[config.mk]
export PLATFORM = sky130hd
export DESIGN_NAME = tcw_regs
export DESIGN_NICKNAME = d
export VERILOG_FILES = /design/src/rtl/tcw_pkg.sv /design/src/rtl/tcw_regs.sv
export SDC_FILE = /design/constraint.sdc
export NUM_CORES = 1
export LEC_CHECK = 0
export ABC_CLOCK_PERIOD_IN_PS = 1550
export BUFFER_PORTS_ARGS = -buffer_cell sky130_fd_sc_hd__buf_2
export CORE_MARGIN = 5
export CORE_UTILIZATION = 32
export CTS_CLUSTER_DIAMETER = 50
export CTS_CLUSTER_SIZE = 30
export DETAILED_ROUTE_END_ITERATION = 6
export PLACE_DENSITY_LB_ADDON = 0.1
export SYNTH_ARGS = -nofsm -noshare
export SYNTH_HDL_FRONTEND = slang
export SYNTH_SLANG_ARGS = --single-unit
[constraint.sdc]
create_clock -name clk -period 1.55 [get_ports clk]
set_input_delay 0.155 -clock clk [delete_from_list [all_inputs] [get_ports clk]]
set_output_delay 0.155 -clock clk [all_outputs]
set_load 0.02 [all_outputs]
[src/rtl/tcw_pkg.sv]
// ----------------------------------------------------------------------------
// tcw_pkg
// Shared constants, codes and control types of the text console writer.
// ----------------------------------------------------------------------------
package tcw_pkg;

	// screen geometry
	localparam int COLUMNS    = 80;
	localparam int ROWS       = 25;
	localparam int TAB_STOP   = 8;
	localparam int CELL_COUNT = COLUMNS * ROWS;
	localparam int COPY_N     = (ROWS - 1) * COLUMNS;

	localparam int COL_W  = $clog2(COLUMNS);
	localparam int ROW_W  = $clog2(ROWS);
	localparam int ADDR_W = $clog2(CELL_COUNT);
	localparam int CNT_W  = $clog2(CELL_COUNT + 1);

	// fixed field widths
	localparam int CMD_W   = 2;
	localparam int CHAR_W  = 8;
	localparam int IDX_W   = 11;
	localparam int CELL_W  = 16;
	localparam int LOCF_W  = 11;
	localparam int LOC_W   = (ADDR_W > LOCF_W) ? ADDR_W : LOCF_W;
	localparam int RES_W   = CELL_W + LOCF_W + 1;
	localparam int S_TDATA_W = 24;
	localparam int M_TDATA_W = 32;

	// configuration port
	localparam int APB_AW = 3;
	localparam int APB_DW = 32;
	localparam logic REG_ATTR = 1'b0;   // register select, paddr[2]
	localparam logic [7:0] ATTR_RESET = 8'h07;

	// cell values and character codes
	localparam logic [CELL_W-1:0] RESET_CELL   = 16'h0720;
	localparam logic [CELL_W-1:0] SCROLL_BLANK = 16'h0F20;
	localparam logic [CHAR_W-1:0] CH_BS    = 8'h08;
	localparam logic [CHAR_W-1:0] CH_TAB   = 8'h09;
	localparam logic [CHAR_W-1:0] CH_LF    = 8'h0A;
	localparam logic [CHAR_W-1:0] CH_CR    = 8'h0D;
	localparam logic [CHAR_W-1:0] CH_SPACE = 8'h20;
	localparam logic [CHAR_W-1:0] CH_TILDE = 8'h7E;

	typedef enum logic [CMD_W-1:0] {
		CMD_PUT   = 2'd0,
		CMD_READ  = 2'd1,
		CMD_CLEAR = 2'd2
	} cmd_t;

	// controller -> datapath
	typedef struct packed {
		logic take;          // latch a new request
		logic exec_put;      // write the cell and move the cursor
		logic clr_cursor;
		logic fill_we;       // sweep write of a blank
		logic fill_init;     // blank is the power-on cell
		logic scroll_step;   // one step of the row copy
		logic cnt_clr;
		logic cnt_inc;
		logic rd_issue;
		logic rd_capture;
		logic set_scrolled;
		logic load_out;
	} dp_cmd_t;

	// datapath -> controller
	typedef struct packed {
		logic [CMD_W-1:0] req_cmd;
		logic need_scroll;
		logic fill_last;
		logic scroll_last;
		logic out_free;
	} dp_stat_t;

endpackage

[src/rtl/tcw_regs.sv]
// ----------------------------------------------------------------------------
// tcw_regs
// Configuration register file: text attribute, APB access.
// ----------------------------------------------------------------------------
module tcw_regs (
	input  logic                       clk,
	input  logic                       arst_n,
	input  logic                       psel,
	input  logic                       penable,
	input  logic                       pwrite,
	input  logic [tcw_pkg::APB_AW-1:0] paddr,
	input  logic [tcw_pkg::APB_DW-1:0] pwdata,
	output logic [tcw_pkg::APB_DW-1:0] prdata,
	output logic                       pready,
	output logic [7:0]                 attr
);

	logic [7:0] attr_q;
	logic       sel_attr;

	assign pready   = 1'b1;
	assign sel_attr = (paddr[2] == tcw_pkg::REG_ATTR);

	always_ff @(posedge clk or negedge arst_n) begin
		if (!arst_n) begin
			attr_q <= tcw_pkg::ATTR_RESET;
		end else if (psel && penable && pwrite && pready && sel_attr) begin
			attr_q <= pwdata[7:0];
		end
	end

	assign prdata = sel_attr ? {{(tcw_pkg::APB_DW - 8){1'b0}}, attr_q} : '0;
	assign attr   = attr_q;

endmodule

==> results of run 1 <==
-- layer usage --
metal  vias to the layer above  global-route usage [%]  share of wire (%)
met5                         -                       0                  0
met4                         0                   5.106                  0
met3                         0                   3.419                 16
met2                        32                   12.19                 47
met1                       173                   9.122                 36
li1                        177                       -                  -
-- worst max path at each step --
stage	startpoint	endpoint	cells past startpoint
floorplan	attr[0]	prdata[0]	1
global placement	paddr[2]	attr[5]	3
detailed placement	paddr[2]	attr[3]	3
CTS	attr[1]	prdata[1]	2
global route	attr[0]	prdata[0]	2
finish	attr[1]	prdata[1]	2
-- logic make-up after synthesis --
logic type,after synthesis
buffers and inverters,25
AND/OR/NAND/NOR,9
multiplexers,8
flip-flops,8
other,2
-- placed cells by master (no fill, tap or decap) --
cell / instances
clkbuf_1: 1
mux2_2: 8
buf_2: 29
and2b_2: 8
dlygate4sd3_1: 1
clkbuf_4: 3
dfstp_2: 3
dfrtp_1: 5
conb_1: 25
nand4b_4: 1
-- power groups by stage --
stage | sequential (mW) | clock, mW | combinational, mW
2_1_floorplan | 0.358 | 0 | 0.211
3_3_place_gp | 0.300 | 0 | 0.325
3_5_place_dp | 0.300 | 0 | 0.326
4_1_cts | 0.299 | 0.181 | 0.328
5_1_grt | 0.307 | 0.196 | 0.350
6_report | 0.298 | 0.170 | 0.325
-- cell type report --
type	instances	share of cell area [%]
clock buffer	4	3.784
timing repair buffer	30	22.34
multi-input combinational	42	40.00
tap	25	4.505
sequential	8	29.37
-- what timing repair did --
action | 4_1_cts | 5_1_grt
gates resized for setup | 0 | 0
hold endpoints to repair | 8 | 0
hold buffers | 1 | 0
-- Yosys cell counts, drive strengths merged --
cell,instances
and2b,8
mux2,8
dfrtp,5
nand4b,1
dfstp,3
buf,25
conb,2
==> reports/qor.txt, run 1 <==
Critical Setup Path Class: register to output pin
number of vias per cell after detailed routing: 3.505
post-synthesis adder-cell area fraction: 0%
average detailed-routed wire length per instance: 10.27 um
flip-flop count of the largest register after layout: 8
element type at the critical path end: output pin
largest net degree at the start of global routing: 10
count of nets after finishing: 125
cells along the critical path: and2b_2 > buf_2
Die Y-Extent: 52.69 um
multiplexer fraction of the synthesized cell area: 15.45%
final slew viol count: 0
reg-to-reg setup timing slack: 0.78 ns
Combinational Power Share: 41.0%
synthesis-to-layout area growth: 19.10%
library cells used by synthesis: 7
critical path data arrival time: 1.06 ns
cell class contributing the biggest share of worst-path delay: flip-flops
worst min-delay path startpoint: pwdata[3]
H-tree depth reported by CTS: 1
setup fix buffers added after clock tree synthesis: 0
Worst Clk Skew: 0 ns
xor/xnor share of the synthesized area: 0%
period utilization: 78.67%
clock latency reported for the late side of the worst-skew pair: 0.25 ns
clock tree from TritonCTS: built
Peak Freq: 820.1 MHz
drt total wl: 1119 um
share of total power in sequential cells: 37.6%
leakage power of the design: 0.4074 nW
number of sinks on the clock net: 8
worst setup slack after placement: 0.4952 ns
Critical Path RT: 1.39 ns
Crit Reg-Reg Endpoint: attr[3]
Bufs on Longest Clock Path: 2
maximum vdd ir drop: 457.4 uV
fraction of layout cells with a size suffix above 1: 61.90%
run status: finished, final reports clean
area used by sequential logic in the layout: 203.9 um2
drt first pass iters: 1
effective utilization at floorplan: 33.77%
Post-Synthesis Cell Area: 583.1 um2
worst min path class: input pin to register
TNS Setup: 0 ns
cell with the largest stage delay on the worst path: dfstp_2
final critical-path setup slack: 0.3306 ns
area after detailed placement: 658.1 um2
peak per-stage delay on the critical path: 0.54 ns
via count: 382
hold path cells: 2
minimum hold slack: 0.1299 ns
total half-perimeter wirelength after legalization and detailed placement: 892 um
number of warnings reported in the yosys synthesis log: 0
TritonCTS Buffers: 3
setup repair after global routing missed its margin: false
multi-input logic area: 277.8 um2
sequential element share of the synthesized area: 34.98%
clock share of power: 21.5%
drc violations: 0
top cell type by total area after synthesis: buf_4
CP max FO: 3
combinational family with the most area after synthesis: buffers and inverters
mean post-synth cell area: 11.21 um2
overall power of the completed layout: 792.8 uW
number of I/O port buffers: 29
clock edge transition at the registers on the reported setup and hold paths: 0.06 ns
diode insertion count for antenna repair: 0
floorplan die area: 2776 um2
internal cell power: 485.8 uW
number of fill cells in the layout: 191
Tmin final: 1.219 ns
number of storage elements in the synthesis netlist: 8
maximum capacitance violations: 0
Inst Count DP: 104
final-report hold violation count: 0
global-route congestion overflow total: 0
cells on worst reg2reg path: 1
# IOs: 81
crit start category: register
fraction of power spent switching nets: 38.73%
Gate Count Post-Synth: 52
Yosys top cell area share: 32.19%
wire length of the first global-routing pass: 1587 um
switching power: 307.0 uW
Root Driver: clkbuf_4
Starting DRT DRC Count: 0
count of placed standard cells in the final layout, fillers left out: 109
Global Route Usage Sum: 8.033%
final core utilization: 40.22%
compound-gate portion of the synthesized area: 0%
total power divided by cell area: 1142 nW/um2
Setup Viol. Count Final: 0
sink of the worst hold path: attr[3]
DIE WIDTH: 52.69 um
main area contributors after synthesis: buf_4 (32%), dfrtp_1 (21%), mux2_2 (15%), dfstp_2 (14%), and2b_2 (12%)
weighted congestion reported at the end of routability-driven placement: 0.5567
number of global-route vias before repair: 382
CP Buf/Inv Count: 1
placeable core area: 1727 um2
number of antenna violations at the first check in global routing: 0
post-route design area: 694.4 um2
post-synthesis share of cell area spent on and, or, nand and nor gates: 16.09%
cell row count: 15
Reg-to-Reg Start: attr[3]
number of nets with antenna violations after routing: 0
(Power assumes the default switching activity.)
==> inputs of run 2 (changes only) <==
--- a/config.mk
+++ b/config.mk
@@ -5,10 +5,11 @@
 export SDC_FILE = /design/constraint.sdc
 export NUM_CORES = 1
 export LEC_CHECK = 0
-export ABC_CLOCK_PERIOD_IN_PS = 1550
+export ABC_AREA = 1
+export ABC_CLOCK_PERIOD_IN_PS = 1000
 export BUFFER_PORTS_ARGS = -buffer_cell sky130_fd_sc_hd__buf_2
 export CORE_MARGIN = 5
-export CORE_UTILIZATION = 32
+export CORE_UTILIZATION = 28
 export CTS_CLUSTER_DIAMETER = 50
 export CTS_CLUSTER_SIZE = 30
 export DETAILED_ROUTE_END_ITERATION = 6
==> constraint.sdc (replaced) <==
create_clock -name clk -period 1 [get_ports clk]
set_input_delay 0.1 -clock clk [delete_from_list [all_inputs] [get_ports clk]]
set_output_delay 0.1 -clock clk [all_outputs]
set_load 0.02 [all_outputs]
==> run 2 against run 1 <==
- the flow now finishes with violations (setup timing)
- highest routed layer unchanged
- critical path type unchanged
- first-iteration DRC count grew 6
- hold slack got worse by 0.066 ns
- largest power group unchanged
- die area up 16%
==> reports/qor.txt, run 2 <==
Setup Viol. Count Final: 10
clock tree from TritonCTS: built
Gate Count Post-Synth: 81
effective utilization at floorplan: 28.54%
number of I/O port buffers: 29
proportion of synthesized flip-flops having asynchronous set or reset: 100.0%
TritonCTS Buffers: 3
area after detailed placement: 688.2 um2
minimum hold slack: 0.06432 ns
main area contributors after synthesis: buf_4 (31%), dfrtp_1 (20%), dfstp_2 (13%), nand2_1 (10%), nand3_1 (6.5%)
number of warnings reported in the yosys synthesis log: 0
number of vias per cell after detailed routing: 3.544
number of storage elements in the synthesis netlist: 8
number of nets with antenna violations after routing: 0
final critical-path setup slack: -0.1645 ns
Worst Clk Skew: 0 ns
Peak Freq: 858.7 MHz
peak per-stage delay on the critical path: 0.55 ns
CP max FO: 3
Critical Path RT: 0.90 ns
wire length of the first global-routing pass: 2083 um
run status: finished with violations
drc violations: 0
cell with the most instances after synthesis: buf_4
TNS Setup: -0.7047 ns
Tmin final: 1.165 ns
drt total wl: 1425 um
total half-perimeter wirelength after legalization and detailed placement: 1055 um
Root Driver: clkbuf_4
# IOs: 81
total power divided by cell area: 1606 nW/um2
via count: 521
Post-Synthesis Cell Area: 613.1 um2
fraction of layout cells with a size suffix above 1: 42.02%
count of placed standard cells in the final layout, fillers left out: 147
clock edge transition at the registers on the reported setup and hold paths: 0.05 ns
violations in the final reports: setup timing
commonest non-fill, non-tap cells in the layout: conb_1 (25), nand2_1 (17), buf_2 (17)
worst min path class: input pin to register
placeable core area: 2148 um2
Post-synth EDFFs: 0
final-report hold violation count: 0
Bufs on Longest Clock Path: 2
CP startpoint: attr[2]
cell row count: 17
maximum vdd ir drop: 682.3 uV
maximum capacitance violations: 0
leakage power of the design: 0.5118 nW
synthesis-to-layout area growth: 35.31%
setup repair after global routing missed its margin: true
largest net degree at the start of global routing: 10
top cell type by total area after synthesis: buf_4
H-tree depth reported by CTS: 1
number of fill cells in the layout: 245
sequential element share of the synthesized area: 33.27%
cell with the largest stage delay on the worst path: dfstp_2
number of antenna violations at the first check in global routing: 0
worst min-delay path startpoint: pwdata[2]
diode insertion count for antenna repair: 0
number of sinks on the clock net: 8
most frequent cells after synthesis: buf_4 (25), nand2_1 (17), inv_1 (9)
weighted congestion reported at the end of routability-driven placement: 0.5772
crit start category: register
clock latency reported for the late side of the worst-skew pair: 0.25 ns
period utilization: 116.5%
floorplan die area: 3226 um2
critical path data arrival time: 1.06 ns
Critical Setup Path Class: register to output pin
library cells used by synthesis: 12
count of nets after finishing: 160
mean post-synth cell area: 7.569 um2
Starting DRT DRC Count: 6
flip-flop count of the largest register after layout: 8
cell class contributing the biggest share of worst-path delay: flip-flops
Die Y-Extent: 56.80 um
final slew viol count: 0
CP Buf/Inv Count: 2
drt first pass iters: 3
Yosys top cell area share: 30.61%
post-route design area: 829.5 um2
most common cell after layout, fill and taps aside: conb_1
average detailed-routed wire length per instance: 9.694 um
Inst Count DP: 135
DIE WIDTH: 56.80 um
overall power of the completed layout: 1.332 mW
element type at the critical path end: output pin
most used flip-flop cell after synthesis: dfrtp_1
Global Route Usage Sum: 8.471%
Reg-to-Reg Start: attr[7]
global-route congestion overflow total: 0
number of global-route vias before repair: 448
cells along the critical path: inv_2 > nor2_2 > buf_6
## run 2: per-stage QoR
| step | worst slack (ns) | utilization (%) |
|---|---|---|
| after global routing | -0.2213 | 38.61 |
| final | -0.1645 | 38.61 |
| after global placement | 0.1130 | 32.03 |
| after CTS | -0.1551 | 35.53 |
| after floorplan | 0.06855 | - |
| after detailed placement | 0.1091 | 32.03 |
## run 2: cell type report
| class | instances | area (um2) | share of cell area (%) |
|---|---|---|---|
| repair buffers | 37 | 260.3 | 31.37 |
| well taps | 28 | 35.03 | 4.223 |
| multi-input cells | 60 | 266.5 | 32.13 |
| clock buffers | 4 | 26.28 | 3.167 |
| inverters | 10 | 37.54 | 4.525 |
| flip-flops and latches | 8 | 203.9 | 24.59 |
## run 2: tightest hold or removal path: stages
cell and delay (ns):
buf_2 0.09, nand3_1 0.07, nand2_1 0.05
## run 2: final timing paths
check / slack (ns) / cells past startpoint / to
worst min-delay path: 0.06 / 3 / attr[2]
worst min register to register: 0.47 / 2 / attr[1]
min in group asynchronous: 0.22 / 2 / attr[5]
max in group asynchronous: 0.53 / 2 / attr[1]
worst max register to register: 0.18 / 4 / attr[7]
worst max-delay path: -0.16 / 3 / prdata[2]
## run 2: repair_timing
item / CTS / global route
pin swaps: 0 / 2
hold endpoints to repair: 8 / 0
buffers inserted: 2 / 5
gates resized for setup: 9 / 11
hold buffers: 1 / 0
setup endpoints to repair: 11 / 11
## run 2: metal layers
| metal | wire length [um] | vias up | GRT usage [%] |
|---|---|---|---|
| met5 | 0 | - | 0 |
| met4 | 0 | 0 | 3.974 |
| li1 | - | 267 | - |
| met1 | 588 | 227 | 10.88 |
| met2 | 686 | 27 | 12.54 |
| met3 | 150 | 0 | 2.989 |
## run 2: kinds of logic after synthesis
family,Yosys count,synth area share (%)
simple gates,35,26.94
flops,8,33.27
other cells,2,1.225
buf+inv,36,38.57
## run 2: power by group
group          leakage (nW)  total (mW)  switching (mW)  internal [mW]
sequential           0.0943       0.450          0.0477          0.402
clock                0.0150       0.266           0.113          0.153
combinational         0.402       0.616           0.362          0.254
