## src/rtl/tcw_pkg.sv

```systemverilog
// ----------------------------------------------------------------------------
// tcw_pkg
// Shared constants, codes and control types of the text console writer.
// ----------------------------------------------------------------------------
package tcw_pkg;

	// screen geometry
	localparam int COLUMNS    = 80;
	localparam int ROWS       = 25;
	localparam int TAB_STOP   = 8;
	localparam int CELL_COUNT = COLUMNS * ROWS;
	localparam int COPY_N     = (ROWS - 1) * COLUMNS;

	localparam int COL_W  = $clog2(COLUMNS);
	localparam int ROW_W  = $clog2(ROWS);
	localparam int ADDR_W = $clog2(CELL_COUNT);
	localparam int CNT_W  = $clog2(CELL_COUNT + 1);

	// fixed field widths
	localparam int CMD_W   = 2;
	localparam int CHAR_W  = 8;
	localparam int IDX_W   = 11;
	localparam int CELL_W  = 16;
	localparam int LOCF_W  = 11;
	localparam int LOC_W   = (ADDR_W > LOCF_W) ? ADDR_W : LOCF_W;
	localparam int RES_W   = CELL_W + LOCF_W + 1;
	localparam int S_TDATA_W = 24;
	localparam int M_TDATA_W = 32;

	// configuration port
	localparam int APB_AW = 3;
	localparam int APB_DW = 32;
	localparam logic REG_ATTR = 1'b0;   // register select, paddr[2]
	localparam logic [7:0] ATTR_RESET = 8'h07;

	// cell values and character codes
	localparam logic [CELL_W-1:0] RESET_CELL   = 16'h0720;
	localparam logic [CELL_W-1:0] SCROLL_BLANK = 16'h0F20;
	localparam logic [CHAR_W-1:0] CH_BS    = 8'h08;
	localparam logic [CHAR_W-1:0] CH_TAB   = 8'h09;
	localparam logic [CHAR_W-1:0] CH_LF    = 8'h0A;
	localparam logic [CHAR_W-1:0] CH_CR    = 8'h0D;
	localparam logic [CHAR_W-1:0] CH_SPACE = 8'h20;
	localparam logic [CHAR_W-1:0] CH_TILDE = 8'h7E;

	typedef enum logic [CMD_W-1:0] {
		CMD_PUT   = 2'd0,
		CMD_READ  = 2'd1,
		CMD_CLEAR = 2'd2
	} cmd_t;

	// controller -> datapath
	typedef struct packed {
		logic take;          // latch a new request
		logic exec_put;      // write the cell and move the cursor
		logic clr_cursor;
		logic fill_we;       // sweep write of a blank
		logic fill_init;     // blank is the power-on cell
		logic scroll_step;   // one step of the row copy
		logic cnt_clr;
		logic cnt_inc;
		logic rd_issue;
		logic rd_capture;
		logic set_scrolled;
		logic load_out;
	} dp_cmd_t;

	// datapath -> controller
	typedef struct packed {
		logic [CMD_W-1:0] req_cmd;
		logic need_scroll;
		logic fill_last;
		logic scroll_last;
		logic out_free;
	} dp_stat_t;

endpackage

```

## src/rtl/tcw_ctrl.sv

```systemverilog
// ----------------------------------------------------------------------------
// tcw_ctrl
// Sequencer: power-on clearing pass, request decode, sweeps and response.
// ----------------------------------------------------------------------------
module tcw_ctrl (
	input  logic              clk,
	input  logic              arst_n,
	input  logic              s_tvalid,
	output logic              s_tready,
	input  tcw_pkg::dp_stat_t stat,
	output tcw_pkg::dp_cmd_t  cmd
);

	typedef enum logic [6:0] {
		S_INIT   = 7'b0000001,
		S_IDLE   = 7'b0000010,
		S_EXEC   = 7'b0000100,
		S_READ   = 7'b0001000,
		S_SCROLL = 7'b0010000,
		S_FILL   = 7'b0100000,
		S_RESP   = 7'b1000000
	} state_t;

	state_t state_q, state_d;

	always_ff @(posedge clk or negedge arst_n) begin
		if (!arst_n) begin
			state_q <= S_INIT;
		end else begin
			state_q <= state_d;
		end
	end

	assign s_tready = (state_q == S_IDLE);

	always_comb begin
		state_d = state_q;
		cmd     = '0;
		case (state_q)
			S_INIT: begin
				cmd.fill_we   = 1'b1;
				cmd.fill_init = 1'b1;
				cmd.cnt_inc   = 1'b1;
				if (stat.fill_last) begin
					cmd.cnt_clr = 1'b1;
					state_d     = S_IDLE;
				end
			end
			S_IDLE: begin
				if (s_tvalid) begin
					cmd.take = 1'b1;
					state_d  = S_EXEC;
				end
			end
			S_EXEC: begin
				case (stat.req_cmd)
					tcw_pkg::CMD_PUT: begin
						cmd.exec_put = 1'b1;
						if (stat.need_scroll) begin
							cmd.set_scrolled = 1'b1;
							cmd.cnt_clr      = 1'b1;
							state_d          = S_SCROLL;
						end else begin
							cmd.load_out = 1'b1;
							state_d      = stat.out_free ? S_IDLE : S_RESP;
						end
					end
					tcw_pkg::CMD_READ: begin
						cmd.rd_issue = 1'b1;
						state_d      = S_READ;
					end
					tcw_pkg::CMD_CLEAR: begin
						cmd.clr_cursor = 1'b1;
						cmd.cnt_clr    = 1'b1;
						state_d        = S_FILL;
					end
					default: begin
						cmd.load_out = 1'b1;
						state_d      = stat.out_free ? S_IDLE : S_RESP;
					end
				endcase
			end
			S_READ: begin
				cmd.rd_capture = 1'b1;
				state_d        = S_RESP;
			end
			S_SCROLL: begin
				cmd.scroll_step = 1'b1;
				cmd.cnt_inc     = 1'b1;
				if (stat.scroll_last) begin
					cmd.cnt_clr = 1'b1;
					state_d     = S_RESP;
				end
			end
			S_FILL: begin
				cmd.fill_we = 1'b1;
				cmd.cnt_inc = 1'b1;
				if (stat.fill_last) begin
					cmd.cnt_clr = 1'b1;
					state_d     = S_RESP;
				end
			end
			S_RESP: begin
				cmd.load_out = 1'b1;
				if (stat.out_free) begin
					state_d = S_IDLE;
				end
			end
			default: begin
				state_d = S_INIT;
			end
		endcase
	end

endmodule

```

## config.mk

```make
export PLATFORM = sky130hd
export DESIGN_NAME = tcw_ctrl
export DESIGN_NICKNAME = d
export VERILOG_FILES = /design/src/rtl/tcw_pkg.sv /design/src/rtl/tcw_ctrl.sv
export SDC_FILE = /design/constraint.sdc
export NUM_CORES = 1
export LEC_CHECK = 0
export ABC_AREA = 0
export BUFFER_PORTS_ARGS = -buffer_cell sky130_fd_sc_hd__clkbuf_2
export CAP_MARGIN = 10
export CORE_AREA = 10 10 47 49
export CTS_BUF_LIST = sky130_fd_sc_hd__clkbuf_4 sky130_fd_sc_hd__clkbuf_8 sky130_fd_sc_hd__clkbuf_16
export CTS_CLUSTER_DIAMETER = 60
export DETAILED_ROUTE_END_ITERATION = 16
export DIE_AREA = 0 0 57 59
export GPL_ROUTABILITY_DRIVEN = 0
export PLACE_DENSITY = 0.87
export SETUP_SLACK_MARGIN = 0.4
export SLEW_MARGIN = 20
export SYNTH_ARGS = -nofsm -noshare
export SYNTH_HDL_FRONTEND = slang
export SYNTH_SLANG_ARGS = --single-unit
```

## constraint.sdc

```tcl
create_clock -name clk -period 2.8 [get_ports clk]
set_input_delay 0.56 -clock clk [delete_from_list [all_inputs] [get_ports clk]]
set_output_delay 0.56 -clock clk [all_outputs]
set_load 0.01 [all_outputs]
```

==> impl_metrics.json, run 1 <==
{
  "cp_top_family": "simple AND/OR/NAND/NOR gates",
  "cp.buffers_inverters": 1,
  "hold_path.class": "input port to asynchronous set/reset pin",
  "ys.flop_type": "dfrtp_1",
  "crit_required_ns": 2.24,
  "io-pin-count": 22,
  "avgSynthCellArea_sq_um": 8.31,
  "ir_drop_v": 0.000414,
  "final_cell_count_no_fill": 115,
  "path_cells": "nor4_2 > and4_1 > and2_1 > clkbuf_2",
  "tritoncts": "done",
  "cts_max_path_buffers": 2,
  "max_freq_ghz": 0.413,
  "synth_cells": 75,
  "cpMaxStageDelayCell": "nor4_2",
  "r2r-start": "state_q[3]",
  "largest-register": "state_q",
  "gr-total-overflow": 0,
  "core_area_sq_um": 1400,
  "total_power_mw": 0.522,
  "synth_top_cell_area_share": 0.241,
  "ctsRootBufferMaster": "clkbuf_4",
  "syn-num-nets": 84,
  "routed_wl_um": 1760,
  "num_rows": 14,
  "largest_reg_flops": 7,
  "cts_num_sinks": 7,
  "crit_type": "register to output port",
  "sequentialPowerShare": 0.304,
  "hold_violations": 0,
  "status": "finished, final reports clean",
  "dp_cells": 106,
  "top_regs": "state_q x7",
  "holdWs_ns": 0.140,
  "worstSetupEndpointType": "output port",
  "r2r_slack_ns": 1.17,
  "yosysUniqueCellTypes": 33,
  "cap_violations": 0,
  "worst_path_largest_cell_delay_ns": 0.55,
  "die_h_um": 59,
  "drtIter0Drc": 21,
  "worst_pin_slew_ns": 0.558,
  "postRouteAntennaNets": 0,
  "dieArea_sq_um": 3360,
  "layout.nets": 109,
  "power.leakage_nw": 0.405,
  "hpwl_um": 1350,
  "power.share.clock": 0.196,
  "power_density_nw_per_um2": 648,
  "final.period_utilization": 0.864,
  "synth_area_sq_um": 623,
  "insertion_delay_ns": 0.25,
  "dr.pass1.iters": 4,
  "relSlewSlack": 0.625,
  "cts_hold_buf": 0,
  "wl_per_cell_um": 15.3,
  "drc": 0,
  "internal-power_mw": 0.297,
  "async_flop_share": 1.00,
  "yosysTopAreaCell": "dfrtp_1",
  "p_sw_frac": 0.431,
  "slew_violations": 0,
  "start_util": 0.445,
  "worstPathArrival_ns": 1.86,
  "startpoint_type": "register",
  "io_buffer_count": 21,
  "n_antenna_cell": 0,
  "p_switching_mw": 0.225,
  "grt_pass1_vias": 671,
  "layout-drive-gt1-share": 0.404,
  "grt_max_degree": 11,
  "yosysWarnings": 0,
  "n_fill_cell": 133,
  "power_frac_comb": 0.500,
  "r2r_end": "state_q[4]",
  "vias_per_cell": 5.83,
  "yosysMostFrequentCell": "inv_1",
  "setup-tns-final_ns": 0,
  "via_count": 671,
  "rsz0062_at_grt": "true",
  "multi_input_area_sq_um": 397,
  "ys_seq_area_frac": 0.283,
  "cts_buffers": 3,
  "ctsHtreeMaxLevel": 1,
  "setup_viol": 0,
  "clkTransAtPathRegs_ns": 0.05,
  "synth_seq_cells": 7,
  "syn2layout_area_growth_pct": 29.3,
  "antenna_found_initial": 0,
  "synth.area.top_cells": "dfrtp_1 24%, inv_1 4.8%, dfstp_2 4.2%, and4_1 4.2%, and2_1 4.0%",
  "ff2ff_path_depth": 4,
  "critPathMaxFanout": 6,
  "grt_first_pass_wirelength_um": 2770,
  "yosys-top-cells-count": "8 x inv_1, 6 x dfrtp_1, 4 x and2_1, 4 x nor3_1, 4 x o21ai_0",
  "synth_edf_count": 0,
  "regArea_sq_um": 180,
  "grt_usage": 0.0979,
  "dieWidth_um": 57,
  "skew_ns": 0.00456,
  "period_needed_ns": 2.42
}
cells by family (layout without fill, tap and decap cells):
kind of cell,after synthesis,in the layout,share of synthesized area
compound gates,20,20,0.223
xor+xnor,2,2,0.0281
buf+inv,14,38,0.112
flops,7,7,0.283
mux,1,1,0.0161
simple gates,31,31,0.337
worst max-delay path by stage:
stage / from / endpoint / slack (ns) / cells after the start
2_1_floorplan: state_q[5] / cmd[1] / 0.61 / 5
4_1_cts: state_q[5] / cmd[0] / 0.40 / 5
5_1_grt: state_q[3] / cmd[0] / 0.31 / 5
6_report: state_q[2] / cmd[11] / 0.38 / 4
3_5_place_dp: stat[4] / cmd[0] / 0.54 / 6
3_3_place_gp: stat[4] / cmd[0] / 0.55 / 6
cell usage in the layout, fill, tap and decap left out, types with 2 or more instances in the layout:
cell,n
a21oi_1,2
clkbuf_4,4
and2_1,3
nand2_1,3
xor2_1,2
nand3b_1,2
nor3_1,4
dfrtp_2,3
and4_1,3
o21ai_0,4
a21o_1,3
o2111ai_1,2
nor4b_1,2
buf_4,5
clkbuf_2,20
a31o_1,2
nor2_1,3
nor3b_1,2
dfrtp_1,3
inv_1,8
cell type report:
type	instances	share of cell area
repair buffers	26	0.185
clock buffers	4	0.0373
multi-input cells	54	0.492
well taps	16	0.0248
flip-flops and latches	7	0.224
inverters	8	0.0373
per-stage QoR:
step                area (sq um)   util  worst slack (ns)
CTS                          782  0.558             0.397
detailed placement           708  0.505             0.543
finish                       806  0.575             0.380
global placement             708  0.505             0.551
floorplan                    623      -             0.611
global route                 806  0.575             0.308
power by group through the flow:
stage               Clock [mW]  Combinational [mW]  Sequential, mW
floorplan                    0               0.185           0.137
global placement             0               0.237           0.156
detailed placement           0               0.243           0.158
CTS                      0.102               0.257           0.157
global route             0.106               0.286           0.162
finish                   0.102               0.261           0.159
routing by layer:
metal | track usage | vias to the layer above | wire length [um]
met5 | 0 | - | 0
met1 | 0.102 | 311 | 683
met3 | 0.0343 | 7 | 163
met2 | 0.161 | 28 | 870
met4 | 0.0705 | 0 | 47
li1 | - | 325 | -
timing repair:
item                                   CTS  global route
pin swaps                                1             3
gates cloned                             0             0
setup endpoints to repair                4             5
setup buffers                            3             2
gates resized for setup                  6             4
endpoints found under the hold margin    0             0
Power figures use the tool's default switching activity.
==> run 2: changes to the inputs <==
clock period = 2.9 ns   (was 2.8 ns; I/O delays follow)
==> run 2 against run 1 <==
Clock skew about the same. Critical endpoint is now cmd[1]. Global-route usage decreased by 0.39 points. Routed wire length decreased by 5.4%. Flip-flop and latch count unchanged. Sequential share of layout area increased by 1.6 points. Critical path depth unchanged.
==> impl_metrics.json, run 2 (synthesized netlist as in run 1, its figures left out) <==
{
  "status": "finished, final reports clean",
  "largest_reg_flops": 7,
  "worstPathArrival_ns": 1.86,
  "period_needed_ns": 2.44,
  "setup_ws_ns": 0.459,
  "startpoint_type": "register",
  "via_count": 653,
  "layout_common_cells": "21 x clkbuf_2, 8 x inv_1",
  "worstSetupEndpointType": "output port",
  "r2r_end": "state_q[6]",
  "ctsRootBufferMaster": "clkbuf_4",
  "gr-total-overflow": 0,
  "start_util": 0.445,
  "final.period_utilization": 0.842,
  "power_density_nw_per_um2": 656,
  "vias_per_cell": 5.94,
  "rsz0062_at_grt": "true",
  "clkTransAtPathRegs_ns": 0.05,
  "dieWidth_um": 57,
  "relSlewSlack": 0.625,
  "cts_max_path_buffers": 2,
  "slew_violations": 0,
  "top_regs": "state_q x7",
  "setup_viol": 0,
  "cap_violations": 0,
  "grt_pass1_vias": 601,
  "core_area_sq_um": 1400,
  "num_rows": 14,
  "cts_setup_buffers": 0,
  "io-pin-count": 22,
  "final_common_cell": "clkbuf_2",
  "die_h_um": 59,
  "postRouteAntennaNets": 0,
  "critPathMaxFanout": 7,
  "cts_num_sinks": 7,
  "ctsHtreeMaxLevel": 1,
  "dieArea_sq_um": 3360,
  "layout-drive-gt1-share": 0.362,
  "tritoncts": "done",
  "hpwl_um": 1370,
  "ir_drop_v": 0.000404,
  "syn2layout_area_growth_pct": 20.5,
  "dr.pass1.iters": 4,
  "hold_violations": 0,
  "worst_pin_slew_ns": 0.557,
  "crit_required_ns": 2.32,
  "final_util": 0.536,
  "n_fill_cell": 138,
  "max_freq_ghz": 0.410,
  "place_ws_ns": 0.594,
  "drtIter0Drc": 27,
  "r2r-start": "state_q[3]",
  "largest-register": "state_q",
  "ff2ff_path_depth": 4,
  "n_antenna_cell": 0,
  "antenna_found_initial": 0,
  "r2r_slack_ns": 1.26,
  "grt_max_degree": 11,
  "insertion_delay_ns": 0.25,
  "cts_buffers": 3,
  "drc": 0,
  "grt_first_pass_wirelength_um": 2620,
  "setup-tns-final_ns": 0,
  "grt_usage": 0.0941,
  "routed_wl_um": 1670,
  "hold_path.class": "input port to asynchronous set/reset pin",
  "wl_per_cell_um": 15.2,
  "skew_ns": 0.00502,
  "io_buffer_count": 21,
  "power.leakage_nw": 0.372,
  "crit_type": "register to output port",
  "layout.nets": 104
}
run 2: metrics by stage:
step | cell area (sq um) | instances | power [mW] | hold WS, ns
after detailed placement | 708 | 106 | 0.388 | 0.429
final | 751 | 110 | 0.493 | 0.159
after floorplan | 623 | 75 | 0.311 | 0.284
after global placement | 708 | 106 | 0.380 | 0.425
after CTS | 738 | 110 | 0.486 | 0.160
after global routing | 751 | 110 | 0.520 | 0.157
run 2: worst max-delay path by stage:
stage | start | to | slack (ns) | cells past startpoint
6_report | state_q[3] | cmd[1] | 0.46 | 4
4_1_cts | state_q[5] | cmd[0] | 0.40 | 5
2_1_floorplan | state_q[5] | cmd[1] | 0.69 | 5
5_1_grt | state_q[5] | cmd[0] | 0.35 | 5
3_5_place_dp | stat[4] | cmd[0] | 0.59 | 6
3_3_place_gp | stat[4] | cmd[0] | 0.61 | 6
run 2: layer usage:
layer | up-vias | wire [um] | track usage
met2 | 26 | 801 | 0.150
met4 | 0 | 49 | 0.0705
met1 | 304 | 686 | 0.101
met3 | 7 | 131 | 0.0322
li1 | 316 | - | -
met5 | - | 0 | 0
run 2: area by class of cell:
type	count	area (sq um)	share of cell area
Tap cell	16	20.0	0.0267
Clock buffer	4	30.0	0.0400
Inverter	8	30.0	0.0400
Sequential cell	7	180	0.240
Multi-Input combinational cell	54	385	0.513
Timing Repair Buffer	21	105	0.140
run 2: critical path: stages (launching register included):
cell and delay, ns:
dfrtp_2 0.44, or4b_4 0.61, nor4_2 0.23, and2_1 0.19, clkbuf_2 0.13
run 2: power breakdown:
part	switching [mW]	leakage (nW)	internal, mW
clock network	0.0367	0.0184	0.0619
logic	0.139	0.267	0.102
registers	0.0340	0.0875	0.119
total	0.210	0.372	0.283
run 2: timing repair:
| action | 4_1_cts | 5_1_grt |
|---|---|---|
| hold buffers | 0 | 0 |
| resized for setup | 0 | 5 |
| setup endpoints to repair | 0 | 4 |
